[src/design/bfm_pkg.sv]
// Shared types and constants for the tape machine step engine.
`default_nettype none

package bfm_pkg;

   typedef enum logic [1:0] {
      OP_CLEAR   = 2'd0,
      OP_APPEND  = 2'd1,
      OP_RESTART = 2'd2,
      OP_STEP    = 2'd3
   } op_type;

   typedef enum logic [2:0] {
      ST_OK        = 3'd0,
      ST_EMIT      = 3'd1,
      ST_WAIT      = 3'd2,
      ST_DONE      = 3'd3,
      ST_OVERFLOW  = 3'd4,
      ST_UNMATCHED = 3'd5,
      ST_FULL      = 3'd6
   } status_type;

   // Instruction characters.
   localparam logic [7:0] CH_RIGHT = 8'h3E;
   localparam logic [7:0] CH_LEFT  = 8'h3C;
   localparam logic [7:0] CH_INC   = 8'h2B;
   localparam logic [7:0] CH_DEC   = 8'h2D;
   localparam logic [7:0] CH_OUT   = 8'h2E;
   localparam logic [7:0] CH_IN    = 8'h2C;
   localparam logic [7:0] CH_OPEN  = 8'h5B;
   localparam logic [7:0] CH_CLOSE = 8'h5D;

   localparam int PC_OUT_W = 13;

   // Commands from the controller to the datapath.
   typedef struct packed {
      logic accept;    // capture the request fields
      logic sweep;     // write zero to the tape at the sweep counter
      logic exec;      // apply the captured request to the machine state
      logic load_rsp;  // move the pending result into the output register
   } cmd_type;

   // Status from the datapath to the controller.
   typedef struct packed {
      logic sweep_last;  // sweep counter is on the last tape cell
   } stat_type;

endpackage

`default_nettype wire

[src/design/bfm_ctrl.sv]
// Controller: request and result handshakes and sequencing of each request.
`default_nettype none

module bfm_ctrl
   import bfm_pkg::*;
(
   input  wire logic       clock,
   input  wire logic       reset,
   input  wire logic       req_valid,
   output logic            req_ready,
   input  wire logic [1:0] req_op,
   output logic            rsp_valid,
   input  wire logic       rsp_ready,
   output cmd_type         cmd,
   input  wire stat_type   stat
);

   typedef enum logic [2:0] {
      S_INIT_CLEAR,
      S_IDLE,
      S_CLEAR,
      S_EXEC,
      S_RESULT
   } state_type;

   state_type state_ff;
   logic      rsp_valid_ff;
   logic      accept;
   logic      load;

   assign req_ready = (state_ff == S_IDLE);
   assign accept    = req_valid && req_ready;
   assign load      = (state_ff == S_RESULT) && (!rsp_valid_ff || rsp_ready);

   always_comb begin
      cmd.accept   = accept;
      cmd.sweep    = (state_ff == S_INIT_CLEAR) || (state_ff == S_CLEAR);
      cmd.exec     = (state_ff == S_EXEC);
      cmd.load_rsp = load;
   end

   always_ff @(posedge clock) begin
      if (reset) begin
         state_ff     <= S_INIT_CLEAR;
         rsp_valid_ff <= 1'b0;
      end else begin
         if (load) begin
            rsp_valid_ff <= 1'b1;
         end else if (rsp_ready) begin
            rsp_valid_ff <= 1'b0;
         end
         case (state_ff)
            S_INIT_CLEAR: begin
               if (stat.sweep_last) begin
                  state_ff <= S_IDLE;
               end
            end
            S_IDLE: begin
               if (accept) begin
                  state_ff <= (op_type'(req_op) == OP_CLEAR) ? S_CLEAR : S_EXEC;
               end
            end
            S_CLEAR: begin
               if (stat.sweep_last) begin
                  state_ff <= S_EXEC;
               end
            end
            S_EXEC: begin
               state_ff <= S_RESULT;
            end
            S_RESULT: begin
               if (load) begin
                  state_ff <= S_IDLE;
               end
            end
            default: begin
               state_ff <= S_IDLE;
            end
         endcase
      end
   end

   assign rsp_valid = rsp_valid_ff;

endmodule

`default_nettype wire

[config.mk]
export PLATFORM = sky130hd
export DESIGN_NAME = bfm_ctrl
export DESIGN_NICKNAME = d
export VERILOG_FILES = /design/src/design/bfm_pkg.sv /design/src/design/bfm_ctrl.sv
export SDC_FILE = /design/constraint.sdc
export NUM_CORES = 1
export LEC_CHECK = 0
export BUFFER_PORTS_ARGS = -buffer_cell sky130_fd_sc_hd__buf_4
export CORE_AREA = 10 10 47 49
export DETAILED_ROUTE_END_ITERATION = 12
export DIE_AREA = 0 0 57 59
export HOLD_SLACK_MARGIN = 0.06
export SYNTH_ARGS = -nofsm -noshare
export SYNTH_HDL_FRONTEND = slang
export SYNTH_SLANG_ARGS = --single-unit
[constraint.sdc]
create_clock -name clock -period 2.5 [get_ports clock]
set_clock_uncertainty 0.2 [all_clocks]
set_input_delay 0.25 -clock clock [delete_from_list [all_inputs] [get_ports clock]]
set_output_delay 0.25 -clock clock [all_outputs]
set_load 0.02 [all_outputs]
== Word-level counts from Yosys, hierarchy flattened ==
Cells that the tools add are included.

* Input bits: 7
* Word-level logic and storage cells: 27
* Flip-flop bits (word level): 4

* Reduce and logical (&&, ||, !) cells: 9
* Mux-type cells: 8
* Equal/unequal tests: 8

{| class="wikitable"
|+ Operator list
! cell !! count
|-
| $pmux W3 S5 || 1
|-
| $mux W3 || 4
|-
| $eq A3 B2 Y1 const B || 2
|-
| $ne A2 B2 Y1 const B || 3
|-
| $reduce_and A4 Y1 || 1
|-
| $eq A3 B1 Y1 const B || 1
|-
| $eq A3 B3 Y1 const B || 1
|-
| $logic_not A3 Y1 || 1
|-
| $mux W1 || 3
|-
| $logic_and A1 B1 Y1 || 2
|-
| $logic_not A2 Y1 || 1
|-
| $logic_or A1 B1 Y1 || 2
|-
| $ne A2 B1 Y1 const B || 1
|-
| $reduce_bool A2 Y1 || 1
|-
| $logic_not A1 Y1 || 1
|}

== Depth between registers and ports, before layout ==
Gate-level depths: netlist of the first run.

* Word-level depth: 5
* Depth in mapped cells: 4
* Depth with buffers taken out: 3

== Worst setup path after synthesis of the first run ==
Ideal clock, no wire load.

* Path kind: register to output
* Start point: reg state_ff[2]
* End point: out cmd[3] in the netlist's numbering
* Data arrival time: 1.100 ns
* Slack: 0.950 ns
* Path buffers: 1
* Stages on the path, launching flop included: 5
* Cells stage by stage: dfxtp_1 nand2b_1 nor2_1 and2_1 buf_4

* Cells in the longest elaborated chain, start to end: 2

{| class="wikitable"
|+ Ends and longest elaborated chain
! what !! line !! text
|-
| start: declaration || bfm_ctrl.sv:26 || <nowiki>state_type state_ff;</nowiki>
|-
| start signal: assignment || bfm_ctrl.sv:60 || <nowiki>state_ff <= (op_type'(req_op) == OP_CLEAR) ? S_CLEAR : S_EXEC;</nowiki>
|-
| $eq A3 B1 Y1 || bfm_ctrl.sv:31 || <nowiki>assign req_ready = (state_ff == S_IDLE);</nowiki>
|-
| net req_ready || bfm_ctrl.sv:10 || <nowiki>output logic req_ready,</nowiki>
|-
| $logic_and A1 B1 Y1 || bfm_ctrl.sv:32 || <nowiki>assign accept = req_valid && req_ready;</nowiki>
|-
| end: declaration || bfm_ctrl.sv:14 || <nowiki>output cmd_type cmd,</nowiki>
|}

The timed path passes the listed nets, and every way through them passes these cells.

==> impl.org, run 1 <==
** Setup path
- The largest single stage delay on the critical path is ~0.42 ns.
- The worst setup path is of the reg2out kind.
- Max stage delay cell, worst path :: sky130_fd_sc_hd__dfxtp_1
- Start point of the critical path :: state_ff[2]$_SDFFE_PP0P_
- Cell depth of the worst flop-to-flop path :: 3
- In this run the register-to-register setup slack is 1.37 ns.
- Crit path capture :: cmd[3]
- STA classifies the critical path startpoint as a register.
- Arrival time of data at the critical path endpoint :: between 1 and 1.5 ns
- Critical path capture point type :: output port
- Crit Path Max Fanout :: 7
- The critical path goes through nand2b_1 > nor2_1 > and2_1 > buf_4.
- The worst register-to-register path begins at state_ff[2]$_SDFFE_PP0P_.
- STA puts the critical path data required time at 2.05 ns.
- Critical register-to-register path endpoint :: state_ff[0]$_SDFFE_PP0P_

** CTS
- Post-CTS repair changed the size of 0 cells.
- Clock Latency Late Sink :: about 0.23 ns
- Number of buffers between clock root and the deepest sink :: 2
- CTS built an H-tree with a depth of 1.
- In this run the clock root is driven by a sky130_fd_sc_hd__clkbuf_4.
- Clock Sink Count :: 4
- Cts bufs inserted :: 3
- Clock Pin Slew Worst Setup and Hold Paths :: 0.04 ns
- TritonCTS built the clock tree.

** Power and ir drop
- In this run the static leakage power is 0.168 nW.
- Across the VDD grid, the largest voltage drop is ~0.12 mV.
- Reg power frac :: between 30% and 40%
- Of the total power, the clock network draws a little over two fifths.
- For this design the total switching power over the nets is between 0.04 and 0.05 mW.
- In this run switching power makes up 23.8% of total power.
- Pwr per Cell Area :: roughly 520 nW/um^2
- Internal :: between 0.1 and 0.15 mW
- Comb pwr share :: 19.9%

** Logic synthesis
- Count of warnings emitted by yosys :: 0
- Synthesis produced a netlist with a net count of 35.
- In this run, distinct cell masters in the synthesized netlist total 15.
- Each instance of the synthesized netlist takes up on average a little over 8 um^2.
- Seq/Total Area, Yosys :: between 30 and 40%
- Total standard cell area after synthesis :: between 200 and 250 um^2
- The cell count after synthesis came out at 28.
- Flip-flop and latch count after synthesis :: 4

** Final layout
- Summing all flip-flop and latch instances after layout gives roughly 80 um^2.
- Footprint of the multi-input gates :: between 100 and 150 um^2
- Final layout net count :: 51
- Count of inserted antenna diode cells :: 0
- Share of cells above drive strength 1 :: 38.1%
- Once layout is done, the placed cells without fillers occupy roughly 350 um^2.
- Layout overhead on the synthesized area :: 56.7%
- The layout has between 150 and 200 filler cells.

** Global route
- Initial antenna violation count :: 0
- Number of global-route vias before repair :: between 200 and 300
- Total gr overflow :: 0
- Global-route wire length before repair :: about 1.0 mm
- Pin count of the biggest net entering global routing :: 8
- GRT Overall Usage :: ~3.8%

** Floorplanning
- The region available for standard cell placement spans between 1000 and 1500 um^2.
- Width of the chip :: ~57 um
- Die footprint :: between 3000 and 4000 um^2
- For this configuration, the core starts out at a cell density of roughly 16%.
- The die is between 50 and 60 um tall.
- 13 I/O pins were placed.
- After floorplanning, the core was divided into 14 placement rows.

** Timing
- Transition time at the pin with the least slew margin :: 0.208 ns
- Setup repair after global routing left no endpoint under its margin.
- Max-slew violations :: 0
- Headroom to the max-slew limit came out at 86.1%.
- Setup total negative slack :: 0 ns
- Final critical delay including setup and external delays :: about 1.6 ns
- Derived from the worst setup path, the maximum achievable clock frequency is between 600 and 700 MHz.
- Final cycle utilization of the critical path :: approximately two thirds
- Setup violations remaining at the end of the flow were counted as 0.
- Hold Violations, Final :: 0

** Drt
- Dividing the detail-routed via count by the number of cells gives 3.98.
- Antenna viol nets, final :: 0
- The routed design has approximately 600 um of wire.
- The final route contains 231 vias.
- The detailed router finished its first iteration with 0 violations.
- Per-cell routed wire length :: 10.3 um
- For this run, design rule violations remaining after detail routing come to 0.
- Drt first pass iters :: 1

** Placed design
- During placement, the flow inserted port buffers numbering 12.
- HPWL after detailed placement :: around 480 um
- Routability congestion estimate :: about 0.75
- Cell area after placement :: 320 um^2

** Flow run
- Max-capacitance violation count :: 0

** Worst hold path
- The worst hold path belongs to the class in2reg.

** Status
- Run status :: finished, final reports clean
## stage by stage
step | hold WS [ns] | util, % | total power, mW | setup WS, ns | std cells
3_5_place_dp | 0.247 | 22.9 | 0.108 | 1.12 | 54
4_1_cts | 0.0969 | 25.2 | 0.190 | 0.867 | 58
5_1_grt | 0.146 | 25.2 | 0.193 | 0.795 | 58
6_report | 0.104 | 25.2 | 0.184 | 0.877 | 58
3_3_place_gp | 0.248 | 22.9 | 0.107 | 1.15 | 54
2_1_floorplan | 0.119 | - | 0.0908 | 0.950 | 28
## how the worst min path moves through the flow
stage	from	end	depth (start not counted)
2_1_floorplan	reset	rsp_valid$_SDFFE_PP0P_	1
3_3_place_gp	reset	state_ff[2]$_SDFFE_PP0P_	2
3_5_place_dp	reset	rsp_valid$_SDFFE_PP0P_	2
4_1_cts	rsp_ready	rsp_valid$_SDFFE_PP0P_	3
5_1_grt	rsp_ready	rsp_valid$_SDFFE_PP0P_	3
6_report	rsp_ready	rsp_valid$_SDFFE_PP0P_	3
## sequential cells by signal, summed over array words and instances (netlist names)
name	count
rsp_valid	1
state_ff	3
## metal layers
layer	vias to the layer above	routed length, um	global-route usage [%]
met4	0	0	3.02
met3	0	77	2.79
met2	8	275	5.74
met5	-	0	0
li1	122	-	-
met1	101	242	3.34
## final cells by class
class / count / area share [%]
multi-input combinational: 21 / 35.8
sequential: 4 / 22.7
tap: 16 / 5.67
inverter: 1 / 1.06
clock buffer: 3 / 6.38
timing repair buffer: 13 / 28.4
## power groups by stage
stage | clock network [mW] | registers, mW | logic (mW)
floorplan | 0 | 0.0709 | 0.0199
global placement | 0 | 0.0716 | 0.0355
detailed placement | 0 | 0.0718 | 0.0360
CTS | 0.0820 | 0.0708 | 0.0373
global route | 0.0818 | 0.0713 | 0.0401
finish | 0.0767 | 0.0709 | 0.0367
## cell usage after synthesis
cell                       number  area share [%]
sky130_fd_sc_hd__nand2b_1       2             5.6
sky130_fd_sc_hd__nor3_1         2             4.4
sky130_fd_sc_hd__and2_1         1             2.8
sky130_fd_sc_hd__inv_1          1             1.7
sky130_fd_sc_hd__nand3b_1       1             3.3
sky130_fd_sc_hd__o211a_1        1             4.4
sky130_fd_sc_hd__a21oi_1        4             8.9
sky130_fd_sc_hd__dfxtp_1        4              36
sky130_fd_sc_hd__and3b_2        1             4.4
sky130_fd_sc_hd__buf_4          2             6.7
sky130_fd_sc_hd__nand2_1        1             1.7
sky130_fd_sc_hd__and4bb_1       1             5.6
sky130_fd_sc_hd__nor2_1         5             8.3
sky130_fd_sc_hd__and3b_1        1             3.9
sky130_fd_sc_hd__nor2b_1        1             2.8
## logic make-up after synthesis
| logic type | Yosys count | synth area share [%] |
|---|---|---|
| AO/OA/AOI/OAI | 5 | 13.3 |
| buffers and inverters | 3 | 8.33 |
| flip-flops | 4 | 35.6 |
| AND/OR/NAND/NOR | 16 | 42.8 |
## what timing repair did
item	4_1_cts	5_1_grt
buffers inserted	0	0
hold buffers	1	0
hold endpoints to repair	3	0
## cells in the final DEF (no fill, tap or decap)
master	instances
sky130_fd_sc_hd__buf_4	12
sky130_fd_sc_hd__nor2_1	5
sky130_fd_sc_hd__a21oi_1	4
sky130_fd_sc_hd__dfxtp_1	4
sky130_fd_sc_hd__clkbuf_4	3
sky130_fd_sc_hd__nand2b_1	2
sky130_fd_sc_hd__nor3_1	2
sky130_fd_sc_hd__inv_1	1
sky130_fd_sc_hd__nand3b_1	1
sky130_fd_sc_hd__nor2b_1	1
sky130_fd_sc_hd__and3b_1	1
sky130_fd_sc_hd__and2_1	1
sky130_fd_sc_hd__and4bb_1	1
sky130_fd_sc_hd__nand2_1	1
sky130_fd_sc_hd__o211a_1	1
sky130_fd_sc_hd__and3b_2	1
sky130_fd_sc_hd__dlygate4sd3_1	1
## critical path: cells and delay by family, from the launching register on
family | cells | cell delay (ns)
AND/OR/NAND/NOR | 3 | 0.38
buffers and inverters | 1 | 0.15
flip-flops | 1 | 0.42
(Power assumes the default switching activity.)
==> run 2: changes to the inputs <==
Settings changed: ABC_AREA set to 1.
Clock period 2.5 ns to 1.66 ns, I/O delays scaled along.
==> run 2 against run 1 <==
Register-to-register slack worse by 1.3 ns. Critical path type is now reg2reg. Synthesized cell count up 46%. Area after synthesis up 17%. Non-clock buffer count up 3. Setup slack worse by 0.76 ns. Cell count up 28%. Sequential cell count unchanged. Clock power up 58%. Largest power group unchanged. Critical path depth unchanged. Power up 82%.
==> impl.org, run 2 <==
** Timing
- Hold Violations, Final :: 0 (unchanged)
- The final max-slew violation count came to 0 (unchanged).
- The number of failing setup endpoints in the final timing report came to 0 (unchanged).
- Smallest hold slack :: 0.0762 ns (-0.0275 ns)
- In the finished design, the share of the clock period the worst path needs comes to about 93%.
- Peak Freq :: approximately 650 MHz
- The remaining max-slew budget at the tightest pin is 84.5% (-1.6 points).
- The sum of negative setup slack came to 0 ns (unchanged).
- Post-route worst setup slack :: 0.116 ns (-0.761 ns)
- Setup repair after global routing left no endpoint under its margin.
- The pin slew with the least headroom to its limit was 0.232 ns (+0.0246 ns).
- Final critical delay including setup and external delays :: roughly 1.5 ns

** Floorplanning
- Width of the chip :: 57 um (unchanged)
- Vertical die dimension :: 59 um (unchanged)
- Number of placement rows :: 14 (unchanged)
- Effective utilization at floorplan :: 18.8% (+2.8 points)
- Ports :: 13 (unchanged)
- The full die area was 3360 um^2 (unchanged).
- The area of the core region is 1400 um^2 (unchanged).

** Logic synthesis
- Ranking of synthesized cells by instance count :: sky130_fd_sc_hd__nand2_1 (8), sky130_fd_sc_hd__nor2_1 (7), sky130_fd_sc_hd__inv_1 (5), sky130_fd_sc_hd__nor2_2 (5), sky130_fd_sc_hd__dfxtp_1 (4)
- The number of flops mapped to enable cells by yosys was 0 (unchanged).
- The summed instance area of the synthesized netlist is 264 um^2 (+17%).
- Top-area cell type share of the netlist area :: 30.3% (-5.2 points)
- The number of warnings reported in the yosys synthesis log was 0 (unchanged).
- The async set or reset register ratio after synthesis is 0% (unchanged).
- Number of nets in the synthesized netlist :: 48 (+37%)
- Synth top area cells :: sky130_fd_sc_hd__dfxtp_1 (30%), sky130_fd_sc_hd__nor2_2 (12%), sky130_fd_sc_hd__nand3_2 (11%)
- The average cell area after synthesis was 6.44 um^2 (-20%).
- Of all cell types, the one taking the most synthesized area is sky130_fd_sc_hd__dfxtp_1.
- Most instantiated library cell after synthesis :: sky130_fd_sc_hd__nand2_1
- Seq/Total Area, Yosys :: 30.3% (-5.2 points)
- Flip-flop and latch count after synthesis :: 4 (unchanged)
- Count of cell types in the netlist :: 13 (-2)
- The number of instances in the synthesized netlist is 41 (+46%).
- The most used flip-flop cell after synthesis is sky130_fd_sc_hd__dfxtp_1.

** CTS
- The clock buffer count from CTS is 3 (unchanged).
- Clock Latency Late Sink :: 0.23 ns (about the same)
- CTS tree :: yes
- Maximum level of the CTS H-tree :: 1 (unchanged)
- The number of sinks on the clock net is 4 (unchanged).
- The clock tree buffer depth is 2 (unchanged).
- Total setup buffers inserted after CTS :: 0 (unchanged)
- Clock Pin Slew Worst Setup and Hold Paths :: 0.04 ns (about the same)
- CTS placed an instance of sky130_fd_sc_hd__clkbuf_4 at the clock tree root.

** Final layout
- The share of layout cells above drive strength 1 came to 48.3% (+10 points).
- The count of nets after finishing is 67 (+31%).
- Leaving out fill and tap cells, the most frequent cell in the layout is sky130_fd_sc_hd__buf_4.
- The flip-flop count of the largest register after layout came to 3 (unchanged).
- Top library cells by usage in the layout, fill and taps aside :: sky130_fd_sc_hd__buf_4 (12), sky130_fd_sc_hd__nand2_1 (8), sky130_fd_sc_hd__nor2_1 (6)
- The antenna diode count was 0 (unchanged).
- Compared with the post-synthesis result, the final layout area differs by 64.9%.
- The count of filler cells inserted in the layout came to 170 (+7.6%).
- The register with the most flip-flops in the final layout is state_ff.
- The area of combinational cells with multiple inputs was 151 um^2 (+20%).
- Final Instance Area :: 435 um^2 (+23%)
- Sequential standard cell area :: 81.3 um^2 (+1.6%)

** Placed design
- Cell area after placement :: 359 um^2 (+12%)
- The estimated wirelength of the detail-placed design came to 536 um (+11%).
- Dpl ws :: 0.384 ns (-0.735 ns)
- Routability congestion estimate :: 0.659 (-13%)
- The count of port buffers added during placement is 12 (unchanged).

** Setup path
- Path type of the worst setup path :: reg2reg
- The arrival time at the worst endpoint was 1.52 ns (+0.35 ns).
- The highest net fanout along the worst path came to 4 (-3).
- Ordered list of cells on the worst path :: nor2_4 > nand2_1 > a21oi_1 > dlygate4sd3_1
- Among all stages on the critical path, the largest delay is contributed by sky130_fd_sc_hd__dlygate4sd3_1.
- The data required time of the worst path was 1.64 ns (-0.41 ns).
- STA classifies the critical path startpoint as a register.
- Worst path max stage delay :: 0.54 ns (+0.12 ns)
- Critical path capture point type :: register

** Global route
- The number of antenna violations at the first check in global routing was 0 (unchanged).
- Global-route wire length before repair :: 1.12 mm (+12%)
- The aggregate global-route resource usage came to 4.37% (+0.60 points).
- The total grt overflow is 0 (unchanged).
- Number of global-route vias before repair :: 315 (+22%)
- The largest net degree at the start of global routing was 5 (-3).

** Status
- Run status :: finished, final reports clean

** Drt
- The initial DRC count came to 0 (unchanged).
- DR vias :: 285 (+23%)
- The remaining antenna violation count after routing came to 0 (unchanged).
- The routed length per instance was 8.68 um (-15%).
- DRC violations left :: 0 (unchanged)
- Ratio of routed vias to standard cells :: 3.85 (-3.3%)
- The count of TritonRoute iterations in the first routing pass was 1 (unchanged).
- The final routed wirelength across all metal layers came to 642 um (+7.9%).

** Power and ir drop
- The maximum VDD drop was 0.184 mV (+49%).
- The total power per unit cell area is 770 nW/um^2 (+48%).
- The leakage power total came to 0.227 nW (+35%).

** Worst hold path
- The tightest min-delay check is of the in2reg type.

** Flow run
- Max-capacitance violation count :: 0 (unchanged)
## run 2: cell types whose count changed in the layout (fill, tap and decap cells not counted), sizes merged, moves of 2 or more
cell and change:
nand2 +8, nor2 +7, inv +6, nand3 +4, a21oi -3, dlygate4sd3 +3
and3b -2, nand2b -2, nor3 -2
## run 2: through the flow
step                utilization (%)  power, mW  cells
floorplan                         -      0.175     41
global placement               25.6      0.207     67
detailed placement             25.6      0.207     67
CTS                            30.1      0.340     74
global route                   31.1      0.368     74
finish                         31.1      0.335     74
## run 2: cells by family after synthesis
family	share of synthesized area (%)
simple gates	48.8
flops	30.3
compound gates	3.79
buf+inv	17.1
## run 2: layout make-up
class | count | area share (%)
Clock buffer | 3 | 5.17
Inverter | 8 | 6.90
Multi-Input combinational cell | 27 | 34.8
Sequential cell | 4 | 18.7
Tap cell | 16 | 4.60
Timing Repair Buffer | 16 | 29.9
## run 2: timing repair
item | 4_1_cts | 5_1_grt
endpoints found under the setup margin | 0 | 2
hold buffers | 4 | 0
endpoints found under the hold margin | 4 | 0
resized for setup | 0 | 4
## run 2: where the power goes
group	internal, mW	total, mW	switching, mW
registers	0.104	0.113	0.00856
logic	0.0458	0.101	0.0556
clock network	0.0809	0.121	0.0400
## run 2: routing by layer
layer | up-vias | GRT usage [%] | share of wire [%]
met5 | - | 0 | 0
met4 | 0 | 4.03 | 0
met3 | 0 | 3.00 | 7.5
met2 | 5 | 7.29 | 54
met1 | 126 | 3.34 | 38
li1 | 154 | - | -
## run 2: final timing paths
path	start	endpoint	slack, ns	depth (start not counted)
max reg2reg	state_ff[2]$_SDFFE_PP0P_	state_ff[2]$_SDFFE_PP0P_	0.12	4
min reg2reg	state_ff[0]$_SDFFE_PP0P_	state_ff[0]$_SDFFE_PP0P_	0.43	5
max	state_ff[2]$_SDFFE_PP0P_	state_ff[2]$_SDFFE_PP0P_	0.12	4
min	req_op[1]	state_ff[0]$_SDFFE_PP0P_	0.08	5
## run 2: worst max-delay path: cells and delay by family (launching register included)
kind	cells	cell delay [ns]
AOI/OAI and AO/OA	1	0.13
DFF	1	0.36
buffers and inverters	1	0.54
and+or+nand+nor	2	0.25
